`config.mk`:
```
export PLATFORM = sky130hd
export DESIGN_NAME = spi_flash_command_sequencer
export DESIGN_NICKNAME = d
export VERILOG_FILES = /design/src/rtl/sfcs_pkg.sv /design/src/rtl/sfcs_core.sv /design/src/rtl/sfcs_resq.sv /design/src/rtl/spi_flash_command_sequencer.sv
export SDC_FILE = /design/constraint.sdc
export NUM_CORES = 1
export LEC_CHECK = 0
export ABC_AREA = 0
export ABC_CLOCK_PERIOD_IN_PS = 14300
export BUFFER_PORTS_ARGS = -buffer_cell sky130_fd_sc_hd__buf_2
export CAP_MARGIN = 30
export CELL_PAD_IN_SITES_DETAIL_PLACEMENT = 2
export CELL_PAD_IN_SITES_GLOBAL_PLACEMENT = 2
export CORE_MARGIN = 2
export CORE_UTILIZATION = 41
export DETAILED_ROUTE_END_ITERATION = 10
export GPL_TIMING_DRIVEN = 0
export PLACE_DENSITY = 0.92
export SETUP_SLACK_MARGIN = 0.4
export SYNTH_ARGS = -nofsm -noshare
export SYNTH_HDL_FRONTEND = slang
export SYNTH_HIERARCHICAL = 1
export SYNTH_SLANG_ARGS = --single-unit
export TNS_END_PERCENT = 10
```
`constraint.sdc`:
```
create_clock -name clk -period 14.3 [get_ports clk]
set_clock_uncertainty 0.15 [all_clocks]
set_input_delay 0.715 -clock clk [delete_from_list [all_inputs] [get_ports clk]]
set_output_delay 0.715 -clock clk [all_outputs]
set_load 0.005 [all_outputs]
```
`src/rtl/sfcs_pkg.sv`:
```
// Shared types, constants and result builders for the SPI flash command sequencer.
// No dependencies; every other file of the block imports this package.
package sfcs_pkg;

    // Geometry and limits of the flash transactions.
    localparam int SECTOR_BYTES = 4096;
    localparam int MAX_LEN      = 4096;
    localparam int MAXR         = 8;

    // Field widths fixed by the interface.
    localparam int ADDR_W  = 24;
    localparam int LEN_W   = 13;
    localparam int LIMIT_W = 20;
    localparam int FAULT_W = 16;
    localparam int PADDR_W = 3;

    // Derived widths.
    localparam int SEC_W = $clog2(SECTOR_BYTES);
    localparam int SUM_W = ((SEC_W > LEN_W) ? SEC_W : LEN_W) + 1;
    localparam int CNT_W = $clog2(MAXR + 1);
    localparam int IDX_W = $clog2(MAXR);

    localparam logic [LIMIT_W-1:0] POLL_LIMIT_RESET = LIMIT_W'(1000000);

    // Register map.
    localparam logic [PADDR_W-1:0] REG_POLL_LIMIT = 3'd0;

    // Host command codes.
    localparam logic [2:0] CMD_ERASE   = 3'd0;
    localparam logic [2:0] CMD_PROGRAM = 3'd1;
    localparam logic [2:0] CMD_READ    = 3'd2;
    localparam logic [2:0] CMD_POWER   = 3'd3;
    localparam logic [2:0] CMD_PDATA   = 3'd4;
    localparam logic [2:0] CMD_REPLY   = 3'd5;

    // Flash opcodes and filler bytes.
    localparam logic [7:0] OP_PAGE_PROG   = 8'h02;
    localparam logic [7:0] OP_READ_STATUS = 8'h05;
    localparam logic [7:0] OP_WRITE_EN    = 8'h06;
    localparam logic [7:0] OP_FAST_READ   = 8'h0B;
    localparam logic [7:0] OP_ERASE_4K    = 8'h20;
    localparam logic [7:0] OP_ERASE_32K   = 8'h52;
    localparam logic [7:0] OP_ERASE_64K   = 8'hD8;
    localparam logic [7:0] OP_ERASE_CHIP  = 8'h60;
    localparam logic [7:0] OP_DEEP_DOWN   = 8'hB9;
    localparam logic [7:0] OP_RELEASE     = 8'hAB;
    localparam logic [7:0] BYTE_POLL      = 8'hFF;
    localparam logic [7:0] BYTE_ZERO      = 8'h00;

    localparam logic [1:0] MODE_CHIP = 2'd3;
    localparam logic [1:0] MODE_DOWN = 2'd0;

    typedef enum logic [1:0] {
        KIND_SPI  = 2'd0,
        KIND_NEED = 2'd1,
        KIND_READ = 2'd2,
        KIND_DONE = 2'd3
    } kind_t;

    // One result item, without the fields that the queue adds.
    typedef struct packed {
        kind_t      kind;
        logic [7:0] spi_byte;
        logic       end_frame;
        logic       want_reply;
        logic [7:0] host_data;
        logic       timed_out;
    } res_t;

    // All results of one transaction, handed from the core to the result queue.
    typedef struct packed {
        logic [CNT_W-1:0]   cnt;
        logic [FAULT_W-1:0] faults;
        res_t [MAXR-1:0]    ent;
    } batch_t;

    function automatic res_t spi_res(logic [7:0] b, logic ef, logic wr);
        res_t r;
        r            = '0;
        r.kind       = KIND_SPI;
        r.spi_byte   = b;
        r.end_frame  = ef;
        r.want_reply = wr;
        return r;
    endfunction

    function automatic res_t need_res();
        res_t r;
        r      = '0;
        r.kind = KIND_NEED;
        return r;
    endfunction

    function automatic res_t read_res(logic [7:0] d);
        res_t r;
        r           = '0;
        r.kind      = KIND_READ;
        r.host_data = d;
        return r;
    endfunction

    function automatic res_t done_res(logic to);
        res_t r;
        r           = '0;
        r.kind      = KIND_DONE;
        r.timed_out = to;
        return r;
    endfunction

    function automatic logic [7:0] erase_opcode(logic [1:0] m);
        logic [7:0] op;
        unique case (m)
            2'd0:    op = OP_ERASE_4K;
            2'd1:    op = OP_ERASE_32K;
            2'd2:    op = OP_ERASE_64K;
            default: op = OP_ERASE_CHIP;
        endcase
        return op;
    endfunction

endpackage

```
`src/rtl/sfcs_core.sv`:
```
// Sequencer core: flash transaction state and the single-pass step that turns one
// input transaction into a batch of results. Depends on sfcs_pkg.
module sfcs_core
    import sfcs_pkg::*;
(
    input  logic               clk,
    input  logic               rst_n,
    input  logic               go,
    input  logic [2:0]         cmd,
    input  logic [ADDR_W-1:0]  addr,
    input  logic [1:0]         mode,
    input  logic [LEN_W-1:0]   length,
    input  logic [7:0]         data,
    input  logic [LIMIT_W-1:0] poll_limit,
    output batch_t             batch
);

    typedef enum logic [8:0] {
        PH_IDLE  = 9'b000000001,
        PH_EBUSY = 9'b000000010,
        PH_EWEL  = 9'b000000100,
        PH_WBUSY = 9'b000001000,
        PH_WWEL  = 9'b000010000,
        PH_DATA  = 9'b000100000,
        PH_FINAL = 9'b001000000,
        PH_PBUSY = 9'b010000000,
        PH_RDATA = 9'b100000000
    } phase_t;

    phase_t             phase_reg,       phase_next;
    logic [1:0]         operation_reg,   operation_next;
    logic [1:0]         saved_mode_reg,  saved_mode_next;
    logic [ADDR_W-1:0]  cur_addr_reg,    cur_addr_next;
    logic [LEN_W-1:0]   bytes_left_reg,  bytes_left_next;
    logic [LEN_W-1:0]   second_part_reg, second_part_next;
    logic [LIMIT_W-1:0] polls_left_reg,  polls_left_next;
    logic [FAULT_W-1:0] faults_reg,      faults_next;

    logic [LIMIT_W-1:0] lim;
    logic [LIMIT_W-1:0] polls_dec;
    logic [LEN_W-1:0]   len_c;
    logic [SUM_W-1:0]   span_end;
    logic [LEN_W-1:0]   split_len;
    logic               span_splits;
    logic [LEN_W-1:0]   bytes_dec;
    res_t [MAXR-1:0]    res;
    logic [CNT_W-1:0]   n;
    logic               to;

    // Operand preparation shared by several branches of the step.
    assign lim         = (poll_limit == '0) ? LIMIT_W'(1) : poll_limit;
    assign polls_dec   = (polls_left_reg != '0) ? polls_left_reg - LIMIT_W'(1) : '0;
    assign len_c       = (length > LEN_W'(MAX_LEN)) ? LEN_W'(MAX_LEN) : length;
    assign span_end    = SUM_W'(addr[SEC_W-1:0]) + SUM_W'(len_c);
    assign span_splits = span_end > SUM_W'(SECTOR_BYTES);
    assign split_len   = LEN_W'(span_end[SEC_W-1:0]);
    assign bytes_dec   = bytes_left_reg - LEN_W'(1);

    // One step of the sequencer: next state and the ordered list of results.
    always_comb
    begin
        phase_next       = phase_reg;
        operation_next   = operation_reg;
        saved_mode_next  = saved_mode_reg;
        cur_addr_next    = cur_addr_reg;
        bytes_left_next  = bytes_left_reg;
        second_part_next = second_part_reg;
        polls_left_next  = polls_left_reg;
        faults_next      = faults_reg;
        res              = '0;
        n                = '0;
        to               = 1'b0;

        if (go && cmd <= CMD_POWER && phase_reg == PH_IDLE) begin
            operation_next = cmd[1:0];
            cur_addr_next  = addr;
            if (cmd == CMD_PROGRAM) begin
                if (span_splits) begin
                    second_part_next = split_len;
                    bytes_left_next  = len_c - split_len;
                end else begin
                    second_part_next = '0;
                    bytes_left_next  = len_c;
                end
                phase_next = (addr[SEC_W-1:0] == '0) ? PH_EBUSY : PH_WBUSY;
            end else if (cmd == CMD_ERASE) begin
                saved_mode_next = mode;
                phase_next      = PH_EBUSY;
            end else begin
                if (cmd == CMD_POWER) begin
                    saved_mode_next = mode;
                end
                bytes_left_next = len_c;
                phase_next      = PH_PBUSY;
            end
            polls_left_next = lim;
            res[n[IDX_W-1:0]] = spi_res(OP_READ_STATUS, 1'b0, 1'b0); n = n + CNT_W'(1);
            res[n[IDX_W-1:0]] = spi_res(BYTE_POLL, 1'b1, 1'b1);      n = n + CNT_W'(1);
        end else if (go && cmd == CMD_PDATA && phase_reg == PH_DATA) begin
            // Program data byte goes straight out; the last one starts the final wait.
            res[n[IDX_W-1:0]] = spi_res(data, bytes_left_reg == LEN_W'(1), 1'b0);
            n = n + CNT_W'(1);
            bytes_left_next = bytes_dec;
            cur_addr_next   = cur_addr_reg + ADDR_W'(1);
            if (bytes_dec != '0) begin
                res[n[IDX_W-1:0]] = need_res(); n = n + CNT_W'(1);
            end else begin
                polls_left_next = lim - LIMIT_W'(1);
                phase_next      = PH_FINAL;
                res[n[IDX_W-1:0]] = spi_res(OP_READ_STATUS, 1'b0, 1'b0); n = n + CNT_W'(1);
                res[n[IDX_W-1:0]] = spi_res(BYTE_POLL, 1'b1, 1'b1);      n = n + CNT_W'(1);
            end
        end else if (go && cmd == CMD_REPLY) begin
            unique case (phase_reg)
                PH_EBUSY, PH_WBUSY:
                begin
                    if (data[0] && polls_left_reg != '0) begin
                        polls_left_next = polls_dec;
                    end else begin
                        res[n[IDX_W-1:0]] = spi_res(OP_WRITE_EN, 1'b1, 1'b0);
                        n = n + CNT_W'(1);
                        phase_next = (phase_reg == PH_EBUSY) ? PH_EWEL : PH_WWEL;
                    end
                    res[n[IDX_W-1:0]] = spi_res(OP_READ_STATUS, 1'b0, 1'b0); n = n + CNT_W'(1);
                    res[n[IDX_W-1:0]] = spi_res(BYTE_POLL, 1'b1, 1'b1);      n = n + CNT_W'(1);
                end
                PH_EWEL, PH_WWEL:
                begin
                    polls_left_next = polls_dec;
                    if ((data[0] || !data[1]) && polls_dec != '0) begin
                        res[n[IDX_W-1:0]] = spi_res(OP_READ_STATUS, 1'b0, 1'b0);
                        n = n + CNT_W'(1);
                        res[n[IDX_W-1:0]] = spi_res(BYTE_POLL, 1'b1, 1'b1);
                        n = n + CNT_W'(1);
                    end else if (phase_reg == PH_EWEL && operation_reg == CMD_ERASE[1:0]) begin
                        // Erase command itself, then the transaction is over.
                        if (saved_mode_reg == MODE_CHIP) begin
                            res[n[IDX_W-1:0]] = spi_res(OP_ERASE_CHIP, 1'b1, 1'b0);
                            n = n + CNT_W'(1);
                        end else begin
                            res[n[IDX_W-1:0]] = spi_res(erase_opcode(saved_mode_reg), 1'b0, 1'b0);
                            n = n + CNT_W'(1);
                            res[n[IDX_W-1:0]] = spi_res(cur_addr_reg[23:16], 1'b0, 1'b0);
                            n = n + CNT_W'(1);
                            res[n[IDX_W-1:0]] = spi_res(cur_addr_reg[15:8], 1'b0, 1'b0);
                            n = n + CNT_W'(1);
                            res[n[IDX_W-1:0]] = spi_res(cur_addr_reg[7:0], 1'b1, 1'b0);
                            n = n + CNT_W'(1);
                        end
                        res[n[IDX_W-1:0]] = done_res(1'b0); n = n + CNT_W'(1);
                        phase_next = PH_IDLE;
                    end else if (phase_reg == PH_EWEL) begin
                        // Sector erase ahead of a program, then a fresh write enable.
                        res[n[IDX_W-1:0]] = spi_res(OP_ERASE_4K, 1'b0, 1'b0);
                        n = n + CNT_W'(1);
                        res[n[IDX_W-1:0]] = spi_res(cur_addr_reg[23:16], 1'b0, 1'b0);
                        n = n + CNT_W'(1);
                        res[n[IDX_W-1:0]] = spi_res(cur_addr_reg[15:8], 1'b0, 1'b0);
                        n = n + CNT_W'(1);
                        res[n[IDX_W-1:0]] = spi_res(cur_addr_reg[7:0], 1'b1, 1'b0);
                        n = n + CNT_W'(1);
                        polls_left_next = lim;
                        phase_next      = PH_WBUSY;
                        res[n[IDX_W-1:0]] = spi_res(OP_READ_STATUS, 1'b0, 1'b0);
                        n = n + CNT_W'(1);
                        res[n[IDX_W-1:0]] = spi_res(BYTE_POLL, 1'b1, 1'b1);
                        n = n + CNT_W'(1);
                    end else begin
                        // Page program header.
                        res[n[IDX_W-1:0]] = spi_res(OP_PAGE_PROG, 1'b0, 1'b0);
                        n = n + CNT_W'(1);
                        res[n[IDX_W-1:0]] = spi_res(cur_addr_reg[23:16], 1'b0, 1'b0);
                        n = n + CNT_W'(1);
                        res[n[IDX_W-1:0]] = spi_res(cur_addr_reg[15:8], 1'b0, 1'b0);
                        n = n + CNT_W'(1);
                        res[n[IDX_W-1:0]] = spi_res(cur_addr_reg[7:0],
                                                    bytes_left_reg == '0, 1'b0);
                        n = n + CNT_W'(1);
                        if (bytes_left_reg != '0) begin
                            res[n[IDX_W-1:0]] = need_res(); n = n + CNT_W'(1);
                            phase_next = PH_DATA;
                        end else begin
                            polls_left_next = lim - LIMIT_W'(1);
                            phase_next      = PH_FINAL;
                            res[n[IDX_W-1:0]] = spi_res(OP_READ_STATUS, 1'b0, 1'b0);
                            n = n + CNT_W'(1);
                            res[n[IDX_W-1:0]] = spi_res(BYTE_POLL, 1'b1, 1'b1);
                            n = n + CNT_W'(1);
                        end
                    end
                end
                PH_FINAL:
                begin
                    if (data[1:0] != 2'b00 && polls_left_reg != '0) begin
                        polls_left_next = polls_dec;
                        res[n[IDX_W-1:0]] = spi_res(OP_READ_STATUS, 1'b0, 1'b0);
                        n = n + CNT_W'(1);
                        res[n[IDX_W-1:0]] = spi_res(BYTE_POLL, 1'b1, 1'b1);
                        n = n + CNT_W'(1);
                    end else begin
                        if (data[1:0] != 2'b00) begin
                            to = 1'b1;
                            if (faults_reg != '1) begin
                                faults_next = faults_reg + FAULT_W'(1);
                            end
                        end
                        if (second_part_reg != '0) begin
                            // Second sector of a split program: erase it first.
                            bytes_left_next  = second_part_reg;
                            second_part_next = '0;
                            polls_left_next  = lim;
                            phase_next       = PH_EBUSY;
                            res[n[IDX_W-1:0]] = spi_res(OP_READ_STATUS, 1'b0, 1'b0);
                            n = n + CNT_W'(1);
                            res[n[IDX_W-1:0]] = spi_res(BYTE_POLL, 1'b1, 1'b1);
                            n = n + CNT_W'(1);
                        end else begin
                            res[n[IDX_W-1:0]] = done_res(to); n = n + CNT_W'(1);
                            phase_next = PH_IDLE;
                        end
                    end
                end
                PH_PBUSY:
                begin
                    if (data[0] && polls_left_reg != '0) begin
                        polls_left_next = polls_dec;
                        res[n[IDX_W-1:0]] = spi_res(OP_READ_STATUS, 1'b0, 1'b0);
                        n = n + CNT_W'(1);
                        res[n[IDX_W-1:0]] = spi_res(BYTE_POLL, 1'b1, 1'b1);
                        n = n + CNT_W'(1);
                    end else if (operation_reg == CMD_POWER[1:0]) begin
                        res[n[IDX_W-1:0]] = spi_res((saved_mode_reg == MODE_DOWN) ?
                                                    OP_DEEP_DOWN : OP_RELEASE, 1'b1, 1'b0);
                        n = n + CNT_W'(1);
                        res[n[IDX_W-1:0]] = done_res(1'b0); n = n + CNT_W'(1);
                        phase_next = PH_IDLE;
                    end else begin
                        // Fast read header with one dummy byte.
                        res[n[IDX_W-1:0]] = spi_res(OP_FAST_READ, 1'b0, 1'b0);
                        n = n + CNT_W'(1);
                        res[n[IDX_W-1:0]] = spi_res(cur_addr_reg[23:16], 1'b0, 1'b0);
                        n = n + CNT_W'(1);
                        res[n[IDX_W-1:0]] = spi_res(cur_addr_reg[15:8], 1'b0, 1'b0);
                        n = n + CNT_W'(1);
                        res[n[IDX_W-1:0]] = spi_res(cur_addr_reg[7:0], 1'b0, 1'b0);
                        n = n + CNT_W'(1);
                        res[n[IDX_W-1:0]] = spi_res(BYTE_ZERO, bytes_left_reg == '0, 1'b0);
                        n = n + CNT_W'(1);
                        if (bytes_left_reg != '0) begin
                            res[n[IDX_W-1:0]] = spi_res(BYTE_ZERO,
                                                        bytes_left_reg == LEN_W'(1), 1'b1);
                            n = n + CNT_W'(1);
                            phase_next = PH_RDATA;
                        end else begin
                            res[n[IDX_W-1:0]] = done_res(1'b0); n = n + CNT_W'(1);
                            phase_next = PH_IDLE;
                        end
                    end
                end
                PH_RDATA:
                begin
                    res[n[IDX_W-1:0]] = read_res(data); n = n + CNT_W'(1);
                    bytes_left_next = bytes_dec;
                    if (bytes_dec != '0) begin
                        res[n[IDX_W-1:0]] = spi_res(BYTE_ZERO, bytes_dec == LEN_W'(1), 1'b1);
                        n = n + CNT_W'(1);
                    end else begin
                        res[n[IDX_W-1:0]] = done_res(1'b0); n = n + CNT_W'(1);
                        phase_next = PH_IDLE;
                    end
                end
                default:
                begin
                    // Idle or waiting for program data: a stray reply is dropped.
                end
            endcase
        end

        batch.cnt    = n;
        batch.faults = faults_next;
        batch.ent    = res;
    end

    // Sequencer state.
    always_ff @(posedge clk or negedge rst_n)
    begin
        if (!rst_n) begin
            phase_reg       <= PH_IDLE;
            operation_reg   <= '0;
            saved_mode_reg  <= '0;
            cur_addr_reg    <= '0;
            bytes_left_reg  <= '0;
            second_part_reg <= '0;
            polls_left_reg  <= '0;
            faults_reg      <= '0;
        end else begin
            phase_reg       <= phase_next;
            operation_reg   <= operation_next;
            saved_mode_reg  <= saved_mode_next;
            cur_addr_reg    <= cur_addr_next;
            bytes_left_reg  <= bytes_left_next;
            second_part_reg <= second_part_next;
            polls_left_reg  <= polls_left_next;
            faults_reg      <= faults_next;
        end
    end

endmodule

```
`src/rtl/sfcs_resq.sv`:
```
// Result queue: holds the batch of one transaction and hands the results out one per cycle
// while result_stall is low. Depends on sfcs_pkg.
module sfcs_resq
    import sfcs_pkg::*;
(
    input  logic               clk,
    input  logic               rst_n,
    input  logic               load,
    input  batch_t             batch,
    input  logic               result_stall,
    output logic               result_valid,
    output res_t               head,
    output logic [FAULT_W-1:0] fault_count,
    output logic               last,
    output logic               free
);

    res_t [MAXR-1:0]    ent_reg;
    logic [CNT_W-1:0]   cnt_reg;
    logic [FAULT_W-1:0] faults_reg;
    logic               pop;

    assign pop          = (cnt_reg != '0) && !result_stall;
    assign free         = (cnt_reg == '0) || ((cnt_reg == CNT_W'(1)) && pop);
    assign result_valid = cnt_reg != '0;
    assign head         = ent_reg[0];
    assign fault_count  = faults_reg;
    assign last         = cnt_reg == CNT_W'(1);

    // Count of results still to be delivered.
    always_ff @(posedge clk or negedge rst_n)
    begin
        if (!rst_n) begin
            cnt_reg <= '0;
        end else if (load) begin
            cnt_reg <= batch.cnt;
        end else if (pop) begin
            cnt_reg <= cnt_reg - CNT_W'(1);
        end
    end

    // Result entries shift towards the head as each one is taken.
    always_ff @(posedge clk)
    begin
        if (load) begin
            ent_reg    <= batch.ent;
            faults_reg <= batch.faults;
        end else if (pop) begin
            for (int i = 0; i < MAXR - 1; i++) begin
                ent_reg[i] <= ent_reg[i+1];
            end
        end
    end

endmodule

```
`src/rtl/spi_flash_command_sequencer.sv`:
```
// Top level of the SPI flash command sequencer: configuration port, input register,
// sequencer core and result queue. Depends on sfcs_pkg, sfcs_core and sfcs_resq.
//
//  channel   | handshake                  | payload
//  ----------+----------------------------+-------------------------------------------
//  item      | item_valid / item_stall    | cmd, addr, mode, length, data
//  result    | result_valid / result_stall| kind, spi_byte, end_frame, want_reply,
//            |                            | host_data, timed_out, fault_count, last
//  config    | APB psel/penable/pwrite    | poll_limit at byte address 0
//
// A transaction is registered on acceptance and processed once the result queue is
// empty or giving out its last result; its first result appears in the cycle after that.
// A transaction with k results holds the result queue until all k are taken (k is at
// most six), so that queue sets the rate at which transactions are processed.
// Reset is asynchronous and clears the core state, queue count and input flag; poll_limit resets to
// 1000000. A stalled result holds the queue, and a stalled queue stalls the input.
module spi_flash_command_sequencer
    import sfcs_pkg::*;
(
    input  logic               clk,
    input  logic               rst_n,

    input  logic               psel,
    input  logic               penable,
    input  logic               pwrite,
    input  logic [PADDR_W-1:0] paddr,
    input  logic [31:0]        pwdata,
    output logic [31:0]        prdata,
    output logic               pready,

    input  logic               item_valid,
    output logic               item_stall,
    input  logic [2:0]         cmd,
    input  logic [ADDR_W-1:0]  addr,
    input  logic [1:0]         mode,
    input  logic [LEN_W-1:0]   length,
    input  logic [7:0]         data,

    output logic               result_valid,
    input  logic               result_stall,
    output logic [1:0]         kind,
    output logic [7:0]         spi_byte,
    output logic               end_frame,
    output logic               want_reply,
    output logic [7:0]         host_data,
    output logic               timed_out,
    output logic [FAULT_W-1:0] fault_count,
    output logic               last
);

    logic [LIMIT_W-1:0] poll_limit_reg;
    logic               full_reg;
    logic [2:0]         cmd_reg;
    logic [ADDR_W-1:0]  addr_reg;
    logic [1:0]         mode_reg;
    logic [LEN_W-1:0]   length_reg;
    logic [7:0]         data_reg;
    logic               take;
    logic               accept;
    logic               q_free;
    batch_t             batch;
    res_t               head;

    // Configuration register.
    assign pready = 1'b1;
    assign prdata = (paddr == REG_POLL_LIMIT) ? 32'(poll_limit_reg) : '0;

    always_ff @(posedge clk or negedge rst_n)
    begin
        if (!rst_n) begin
            poll_limit_reg <= POLL_LIMIT_RESET;
        end else if (psel && penable && pwrite && pready && paddr == REG_POLL_LIMIT) begin
            poll_limit_reg <= pwdata[LIMIT_W-1:0];
        end
    end

    // Input register: refilled in the same cycle its transaction moves on.
    assign take       = full_reg && q_free;
    assign item_stall = full_reg && !q_free;
    assign accept     = item_valid && !item_stall;

    always_ff @(posedge clk or negedge rst_n)
    begin
        if (!rst_n) begin
            full_reg <= 1'b0;
        end else begin
            full_reg <= accept || (full_reg && !take);
        end
    end

    always_ff @(posedge clk)
    begin
        if (accept) begin
            cmd_reg    <= cmd;
            addr_reg   <= addr;
            mode_reg   <= mode;
            length_reg <= length;
            data_reg   <= data;
        end
    end

    sfcs_core u_core (
        .clk        (clk),
        .rst_n      (rst_n),
        .go         (take),
        .cmd        (cmd_reg),
        .addr       (addr_reg),
        .mode       (mode_reg),
        .length     (length_reg),
        .data       (data_reg),
        .poll_limit (poll_limit_reg),
        .batch      (batch)
    );

    sfcs_resq u_resq (
        .clk          (clk),
        .rst_n        (rst_n),
        .load         (take),
        .batch        (batch),
        .result_stall (result_stall),
        .result_valid (result_valid),
        .head         (head),
        .fault_count  (fault_count),
        .last         (last),
        .free         (q_free)
    );

    assign kind       = head.kind;
    assign spi_byte   = head.spi_byte;
    assign end_frame  = head.end_frame;
    assign want_reply = head.want_reply;
    assign host_data  = head.host_data;
    assign timed_out  = head.timed_out;

    // A processed transaction with results shows its first result in the next cycle.
    a_batch_shows: assert property (@(posedge clk) disable iff (!rst_n)
        take && batch.cnt != '0 |=> result_valid)
        else $error("results of a processed transaction did not appear");

    // The fault count seen on consecutive results never goes down.
    a_faults_rise: assert property (@(posedge clk) disable iff (!rst_n)
        result_valid && $past(result_valid) |-> fault_count >= $past(fault_count))
        else $error("fault count decreased");

    // A held transaction stays in the input register until the core takes it.
    a_input_held: assert property (@(posedge clk) disable iff (!rst_n)
        full_reg && !take |=> full_reg && $stable(cmd_reg) && $stable(data_reg))
        else $error("held input transaction lost or changed");

endmodule
```
==> results.yml, run 1 <==
status:
  status: "completed"
layout:
  fin_util: 0.486
  largest_reg_flops: 147
  num-nets-final: 2471
  fillers: 5247
  area_growth_pct: 17.4
  layout-drive-gt1-share: 0.268
  multi_input_area_um2: 9860
  seq_area_um2: 10100
job:
  cap_violations: 0
detailed_routing:
  dr.pass1.iters: 7
  via_per_inst: 6.27
  routed_wirelength_um: 96900
  wl_per_cell_um: 31.7
  drt-initial-drc-count: 1968
  postRouteAntennaNets: 0
  vias: 19200
  drcViolationCount: 0
worst_setup_path:
  cp-end-kind: "register"
  crit_arrival_ns: 6.87
  worstSetupStartpointType: "register"
  worst-setup-path-type: "register to register"
  path_max_fanout: 10
  required_ns: 14.69
timing:
  rsz0062_at_grt: "false"
  fin_ws_ns: 7.82
  drv_slew: 0
  fin_tns_setup_ns: 0
  fmax_mhz: 154
  finalSetupViolations: 0
  min_period_over_period: 0.453
  min_period_ns: 6.48
  maxSlewHeadroom: 0.190
  final_hold_viol_count: 0
  tightest_slew_ns: 1.21
cts:
  cts_buffers: 42
  cts_setup_buffers: 0
  htree_levels: 2
  worstSkewPairLatency_ns: 0.61
  cts.sinks: 357
  cts_tree: "done"
  clk_pin_slew_ns: 0.07
  cts_root_buf: "clkbuf_16"
  clockBufferDepth: 3
floorplanning:
  core-area_um2: 51300
  die_h_um: 232
  initial_core_util: 0.414
  pin_count: 165
  die_w_um: 232
  dieArea_um2: 53700
  rows: 83
yosys:
  yosysSeqAreaShare: 0.476
  yosysUniqueCellTypes: 100
  ys_ff_latch: 357
  synth_enable_flop_cells: 234
  synth_cells: 2033
  async_flop_share: 0.345
  ys_warn_count: 6
  synth_ff_type: "edfxtp_1"
  syn_avg_cell_area_um2: 10.5
  syn_area_um2: 21300
place:
  dp.final_hpwl_um: 63700
  place_ws_ns: 8.46
  portBuffers: 139
  place_congestion: 0.934
grt:
  gr-total-overflow: 0
  grt_max_degree: 88
  grt_pass1_wl_um: 145000
  grt_pass1_vias: 21200
  track_usage: 0.363
  antenna_found_initial: 2
pwr:
  ir_worst_vdd_mv: 0.157
  powerDensity_nw_per_um2: 190
  leakagePower_nw: 10.4
worst_hold_path:
  hp-class: "input port to register"
cell usage after synthesis, types with 10 or more instances:
library cell,count,area share
nand2_1,177,0.031
a21o_1,18,0.0064
edfxtp_1,234,0.33
and3_1,41,0.012
mux2_4,20,0.014
nor3_1,49,0.012
inv_1,43,0.0076
or2_2,14,0.0041
xnor2_1,26,0.011
nand2b_1,13,0.0038
mux2_2,155,0.082
o22ai_1,14,0.0041
and2_1,44,0.013
a21oi_1,87,0.020
a22oi_1,12,0.0042
nor4_1,32,0.0094
xor2_1,24,0.0099
o211ai_1,13,0.0046
a221o_1,10,0.0047
dfrtp_1,115,0.14
nor2_1,126,0.022
a211oi_1,16,0.0057
clkbuf_1,61,0.011
ha_1,37,0.022
nand4_1,21,0.0062
o21ai_0,143,0.034
nand3_1,55,0.013
or3_1,13,0.0038
o31ai_1,13,0.0046
a31oi_1,18,0.0053
buf_2,28,0.0066
buf_4,148,0.052
nor2b_1,17,0.0050
through the flow:
step | hold WS [ns] | area, um^2 | power, W | std cells
2_1_floorplan | 0.265 | 21700 | 0.00283 | 2144
3_3_place_gp | 0.297 | 23200 | 0.00324 | 2963
3_5_place_dp | 0.321 | 23400 | 0.00340 | 2973
4_1_cts | 0.113 | 24900 | 0.00471 | 3052
5_1_grt | 0.115 | 24900 | 0.00488 | 3055
6_report | 0.127 | 24900 | 0.00475 | 3056
kinds of logic after synthesis:
| kind of cell | share of synthesized area |
|---|---|
| and+or+nand+nor | 0.161 |
| AOI/OAI and AO/OA | 0.140 |
| DFF | 0.476 |
| buffers and inverters | 0.0805 |
| muxes | 0.0981 |
| xor gates and xnor gates | 0.0206 |
| adders and majority gates | 0.0232 |
| other | 0.000530 |
report_power, final:
part	internal [W]	switching, W	total (W)	leakage [nW]
logic	0.000688	0.00104	0.00172	5.77
clock network	0.000681	0.000508	0.00119	0.727
registers	0.00162	0.000215	0.00184	3.90
total	0.00299	0.00176	0.00475	10.4
final timing paths:
check	depth (start not counted)	endpoint	slack [ns]	start
min in group asynchronous	2	u_core/polls_left_reg[12]	0.46	rst_n
setup / recovery	14	u_core/bytes_left_reg[12]	7.82	length_reg[12]
hold / removal	1	length_reg[0]	0.13	length[0]
hold reg to reg	2	u_core/cur_addr_reg[20]	0.34	addr_reg[20]
setup reg to reg	14	u_core/bytes_left_reg[12]	7.82	length_reg[12]
max in group asynchronous	3	u_core/faults_reg[1]	12.68	rst_n
placed cells by master (no fill, tap or decap), drive strengths merged, types with 16 or more instances in the layout:
cell type / instances
or2: 19
conb: 114
nand4: 21
ha: 37
mux2: 175
nor2b: 17
edfxtp: 234
o21ai: 153
and2: 44
clkbuf: 125
a21oi: 91
xnor2: 26
xor2: 24
nor4: 36
nand3: 55
nor2: 126
inv: 48
nand2: 178
and3: 42
a31oi: 18
buf: 332
nor3: 53
a21o: 19
dfrtp: 115
a211oi: 16
what timing repair did:
action,CTS,global route
gates resized for setup,0,0
hold buffers,1,0
setup endpoints to repair,0,0
hold endpoints to repair,32,0
metal layers:
| metal | vias to the layer above | GRT usage | routed length (um) |
|---|---|---|---|
| met1 | 9721 | 0.409 | 35500 |
| met4 | 2 | 0.229 | 7280 |
| li1 | 7900 | - | - |
| met3 | 454 | 0.0796 | 6780 |
| met2 | 1097 | 0.622 | 47300 |
| met5 | - | 0 | 11 |
worst max-delay path, stage by stage (launching register included):
cell and delay (ns):
edfxtp_1 0.53, clkbuf_1 0.33, nor2b_1 0.56, ha_1 0.42
o211ai_1 0.43, o21ai_0 0.32, xnor2_1 0.31, ha_1 0.32
o41ai_1 0.67, o21ai_0 0.29, maj3_1 0.49, a2111oi_0 0.92
o311ai_1 0.25, mux2_2 0.32, nand2_1 0.08
final cells by class:
| type | instances | area share |
|---|---|---|
| clock inverter | 16 | 0.00818 |
| inverter | 45 | 0.00677 |
| buffer | 243 | 0.0619 |
| clock buffer | 62 | 0.0513 |
| timing repair buffer | 153 | 0.0370 |
| sequential | 357 | 0.406 |
| antenna | 1 | 0.000100 |
| tap | 680 | 0.0341 |
| multi-input combinational | 1499 | 0.395 |
Note: power is estimated with default switching activity, not from simulation.
==> run 2: changes to the inputs <==
--- a/config.mk
+++ b/config.mk
@@ -5,17 +5,17 @@
 export SDC_FILE = /design/constraint.sdc
 export NUM_CORES = 1
 export LEC_CHECK = 0
-export ABC_AREA = 0
-export ABC_CLOCK_PERIOD_IN_PS = 14300
+export ABC_AREA = 1
+export ABC_CLOCK_PERIOD_IN_PS = 5900
 export BUFFER_PORTS_ARGS = -buffer_cell sky130_fd_sc_hd__buf_2
 export CAP_MARGIN = 30
 export CELL_PAD_IN_SITES_DETAIL_PLACEMENT = 2
 export CELL_PAD_IN_SITES_GLOBAL_PLACEMENT = 2
 export CORE_MARGIN = 2
-export CORE_UTILIZATION = 41
+export CORE_UTILIZATION = 33
 export DETAILED_ROUTE_END_ITERATION = 10
 export GPL_TIMING_DRIVEN = 0
-export PLACE_DENSITY = 0.92
+export PLACE_DENSITY = 0.87
 export SETUP_SLACK_MARGIN = 0.4
 export SYNTH_ARGS = -nofsm -noshare
 export SYNTH_HDL_FRONTEND = slang
==> constraint.sdc (replaced) <==
create_clock -name clk -period 5.9 [get_ports clk]
set_clock_uncertainty 0.15 [all_clocks]
set_input_delay 0.295 -clock clk [delete_from_list [all_inputs] [get_ports clk]]
set_output_delay 0.295 -clock clk [all_outputs]
set_load 0.005 [all_outputs]
==> run 2 against run 1 <==
Effect of this change:
- non-clock buffer count increased by 61
- clock-buffer cell count shrank 10
- power grew 130%
- wire length down 4.8%
- fmax up 23%
- via count rose by 11%
- die area rose by 30%
- critical path type unchanged
==> results.yml, run 2 <==
worst_setup_path:
  required_ns: 6.20
  cp-end-kind: "register"
  worst-setup-path-type: "register to register"
  cp-startpoint: "length_reg[12]"
  path_max_fanout: 10
  crit_arrival_ns: 5.59
  worstReg2RegStart: "length_reg[12]"
  worstSetupStartpointType: "register"
grt:
  grt_max_degree: 98
  antenna_found_initial: 2
  track_usage: 0.264
  gr-total-overflow: 0
  grt_pass1_vias: 24100
  grt_pass1_wl_um: 144000
yosys:
  ys_warn_count: 6
  synth_area_leader_cell: "edfxtp_1"
  netlist_top_cells_count: "980 x nand2_1, 297 x inv_1, 269 x nor2_1, 234 x edfxtp_1, 158 x nand3_1"
  synth_top_area_frac: 0.316
  syn_area_um2: 22300
  yosysSeqAreaShare: 0.454
  synth_cells: 2877
  async_flop_share: 0.345
  synth_enable_flop_cells: 234
  ys_ff_latch: 357
  yosysMostFrequentCell: "nand2_1"
  yosysUniqueCellTypes: 61
  synth_ff_type: "edfxtp_1"
  synthTopCellsByArea: "edfxtp_1 32%, nand2_1 17%, dfrtp_1 13%, buf_4 5.2%, inv_1 5.0%"
  syn_avg_cell_area_um2: 7.74
detailed_routing:
  vias: 21300
  drcViolationCount: 0
  routed_wirelength_um: 92200
  via_per_inst: 5.12
  wl_met1_um: 37400
  routed.top_layer: "met5"
  dr.pass1.iters: 5
  wl_per_cell_um: 22.2
  postRouteAntennaNets: 0
  wl_met3_um: 2940
  drt-initial-drc-count: 1326
  routed-wl-met2_um: 48100
cts:
  cts_tree: "done"
  cts_setup_buffers: 0
  clockBufferDepth: 3
  htree_levels: 2
  worstSkewPairLatency_ns: 0.60
  cts_buffers: 42
  clk_pin_slew_ns: 0.07
  cts.sinks: 357
  cts_root_buf: "clkbuf_16"
layout:
  fin_area_um2: 26800
  num-nets-final: 3381
  fin_util: 0.400
  layout-drive-gt1-share: 0.142
  layout_commonest_cell: "nand2_1"
  area_growth_pct: 20.4
  multi_input_area_um2: 9810
  final_cells: 4158
  largest_reg_flops: 147
  seq_area_um2: 10100
  final_cell_mix: "980 x nand2_1, 296 x inv_1, 267 x nor2_1"
  fillers: 7788
place:
  place_area_um2: 24600
  dp.final_hpwl_um: 64500
  place_congestion: 0.906
  dp_cells: 4005
  place_ws_ns: 1.06
  portBuffers: 139
timing:
  finalSetupViolations: 0
  min_period_ns: 5.29
  final_hold_viol_count: 0
  rsz0062_at_grt: "false"
  min_period_over_period: 0.896
  fin_ws_ns: 0.614
  fmax_mhz: 189
  hold_ws_ns: 0.0485
  maxSlewHeadroom: 0.302
  tightest_slew_ns: 1.04
  drv_slew: 0
floorplanning:
  die_h_um: 264
  initial_core_util: 0.332
  core-area_um2: 67000
  rows: 95
  dieArea_um2: 69600
  die_w_um: 264
  pin_count: 165
job:
  cap_violations: 0
status:
  status: "completed"
pwr:
  leakagePower_nw: 13.1
  powerDensity_nw_per_um2: 414
  ir_worst_vdd_mv: 0.234
worst_hold_path:
  hp-class: "input port to async pin"
run 2: cell types whose count changed in the layout (fill, tap and decap cells not counted), moves of 20 or more:
cell	previous run	this run
and2_1	42	1
mux2_2	155	0
xor2_1	24	44
nand3_1	55	158
inv_1	43	296
o21ai_0	142	106
nor2_1	126	267
mux2_4	20	0
nor4_1	32	12
clkbuf_1	68	38
and3_1	41	1
nand2_1	177	980
dlygate4sd3_1	1	73
run 2: cell families after synthesis:
family,share of synthesized area
adders and majority gates,0.0217
AOI/OAI and AO/OA,0.0887
other,0.000506
xor gates and xnor gates,0.0244
and+or+nand+nor,0.286
buffers and inverters,0.125
DFF,0.454
run 2: metal layers:
layer,vias up,GRT usage
li1,9850,-
met4,2,0.104
met1,10800,0.310
met3,201,0.0310
met2,433,0.489
met5,-,0
run 2: area by class of cell:
class	instances	share of cell area
antenna	1	0.0000933
buffer	238	0.0608
clock buffer	52	0.0417
clock inverter	25	0.0126
inverter	307	0.0431
multi-input combinational	2086	0.366
sequential	357	0.377
tap	873	0.0407
timing repair buffer	219	0.0579
run 2: worst paths after layout:
path                       slack, ns  depth (start not counted)                        to
min reg2reg                     0.36                          2       u_resq/ent_reg[127]
min                             0.05                          2        poll_limit_reg[13]
max                             0.61                         17  u_core/bytes_left_reg[2]
min in group clk                0.05                          5        poll_limit_reg[14]
max in group asynchronous       4.70                          3     u_core/faults_reg[12]
max reg2reg                     0.61                         17  u_core/bytes_left_reg[2]
run 2: worst max-delay path, stage by stage, from the launching register on:
cell and delay [ns]:
edfxtp_1 0.33, clkbuf_1 0.44, nand2_1 0.23, inv_1 0.30, nor2_1 0.17, ha_1 0.29, fa_1 0.50, nand3_1 0.12
nand2_1 0.16, xnor2_1 0.49, nand3_1 0.15, nor3_1 0.26, nand3_1 0.14, nand3_1 0.34, clkbuf_1 0.41, o21ai_0 0.24
o21ai_0 0.29, nand2_1 0.10
run 2: what timing repair did:
item	in CTS	in global routing
gates resized for setup	0	2
endpoints found under the hold margin	194	0
endpoints found under the setup margin	0	3
hold buffers	73	0
run 2: power by group:
group	switching [W]	internal (W)	leakage (nW)	total (W)
clock	0.00120	0.00163	0.699	0.00282
sequential	0.000398	0.00391	3.80	0.00431
combinational	0.00275	0.00122	8.64	0.00397
run 2: through the flow:
stage               TNS [ns]  total power, W
floorplan                  0         0.00661
global placement      -13.68         0.00775
detailed placement         0         0.00801
CTS                        0          0.0110
global route               0          0.0117
finish                     0          0.0111
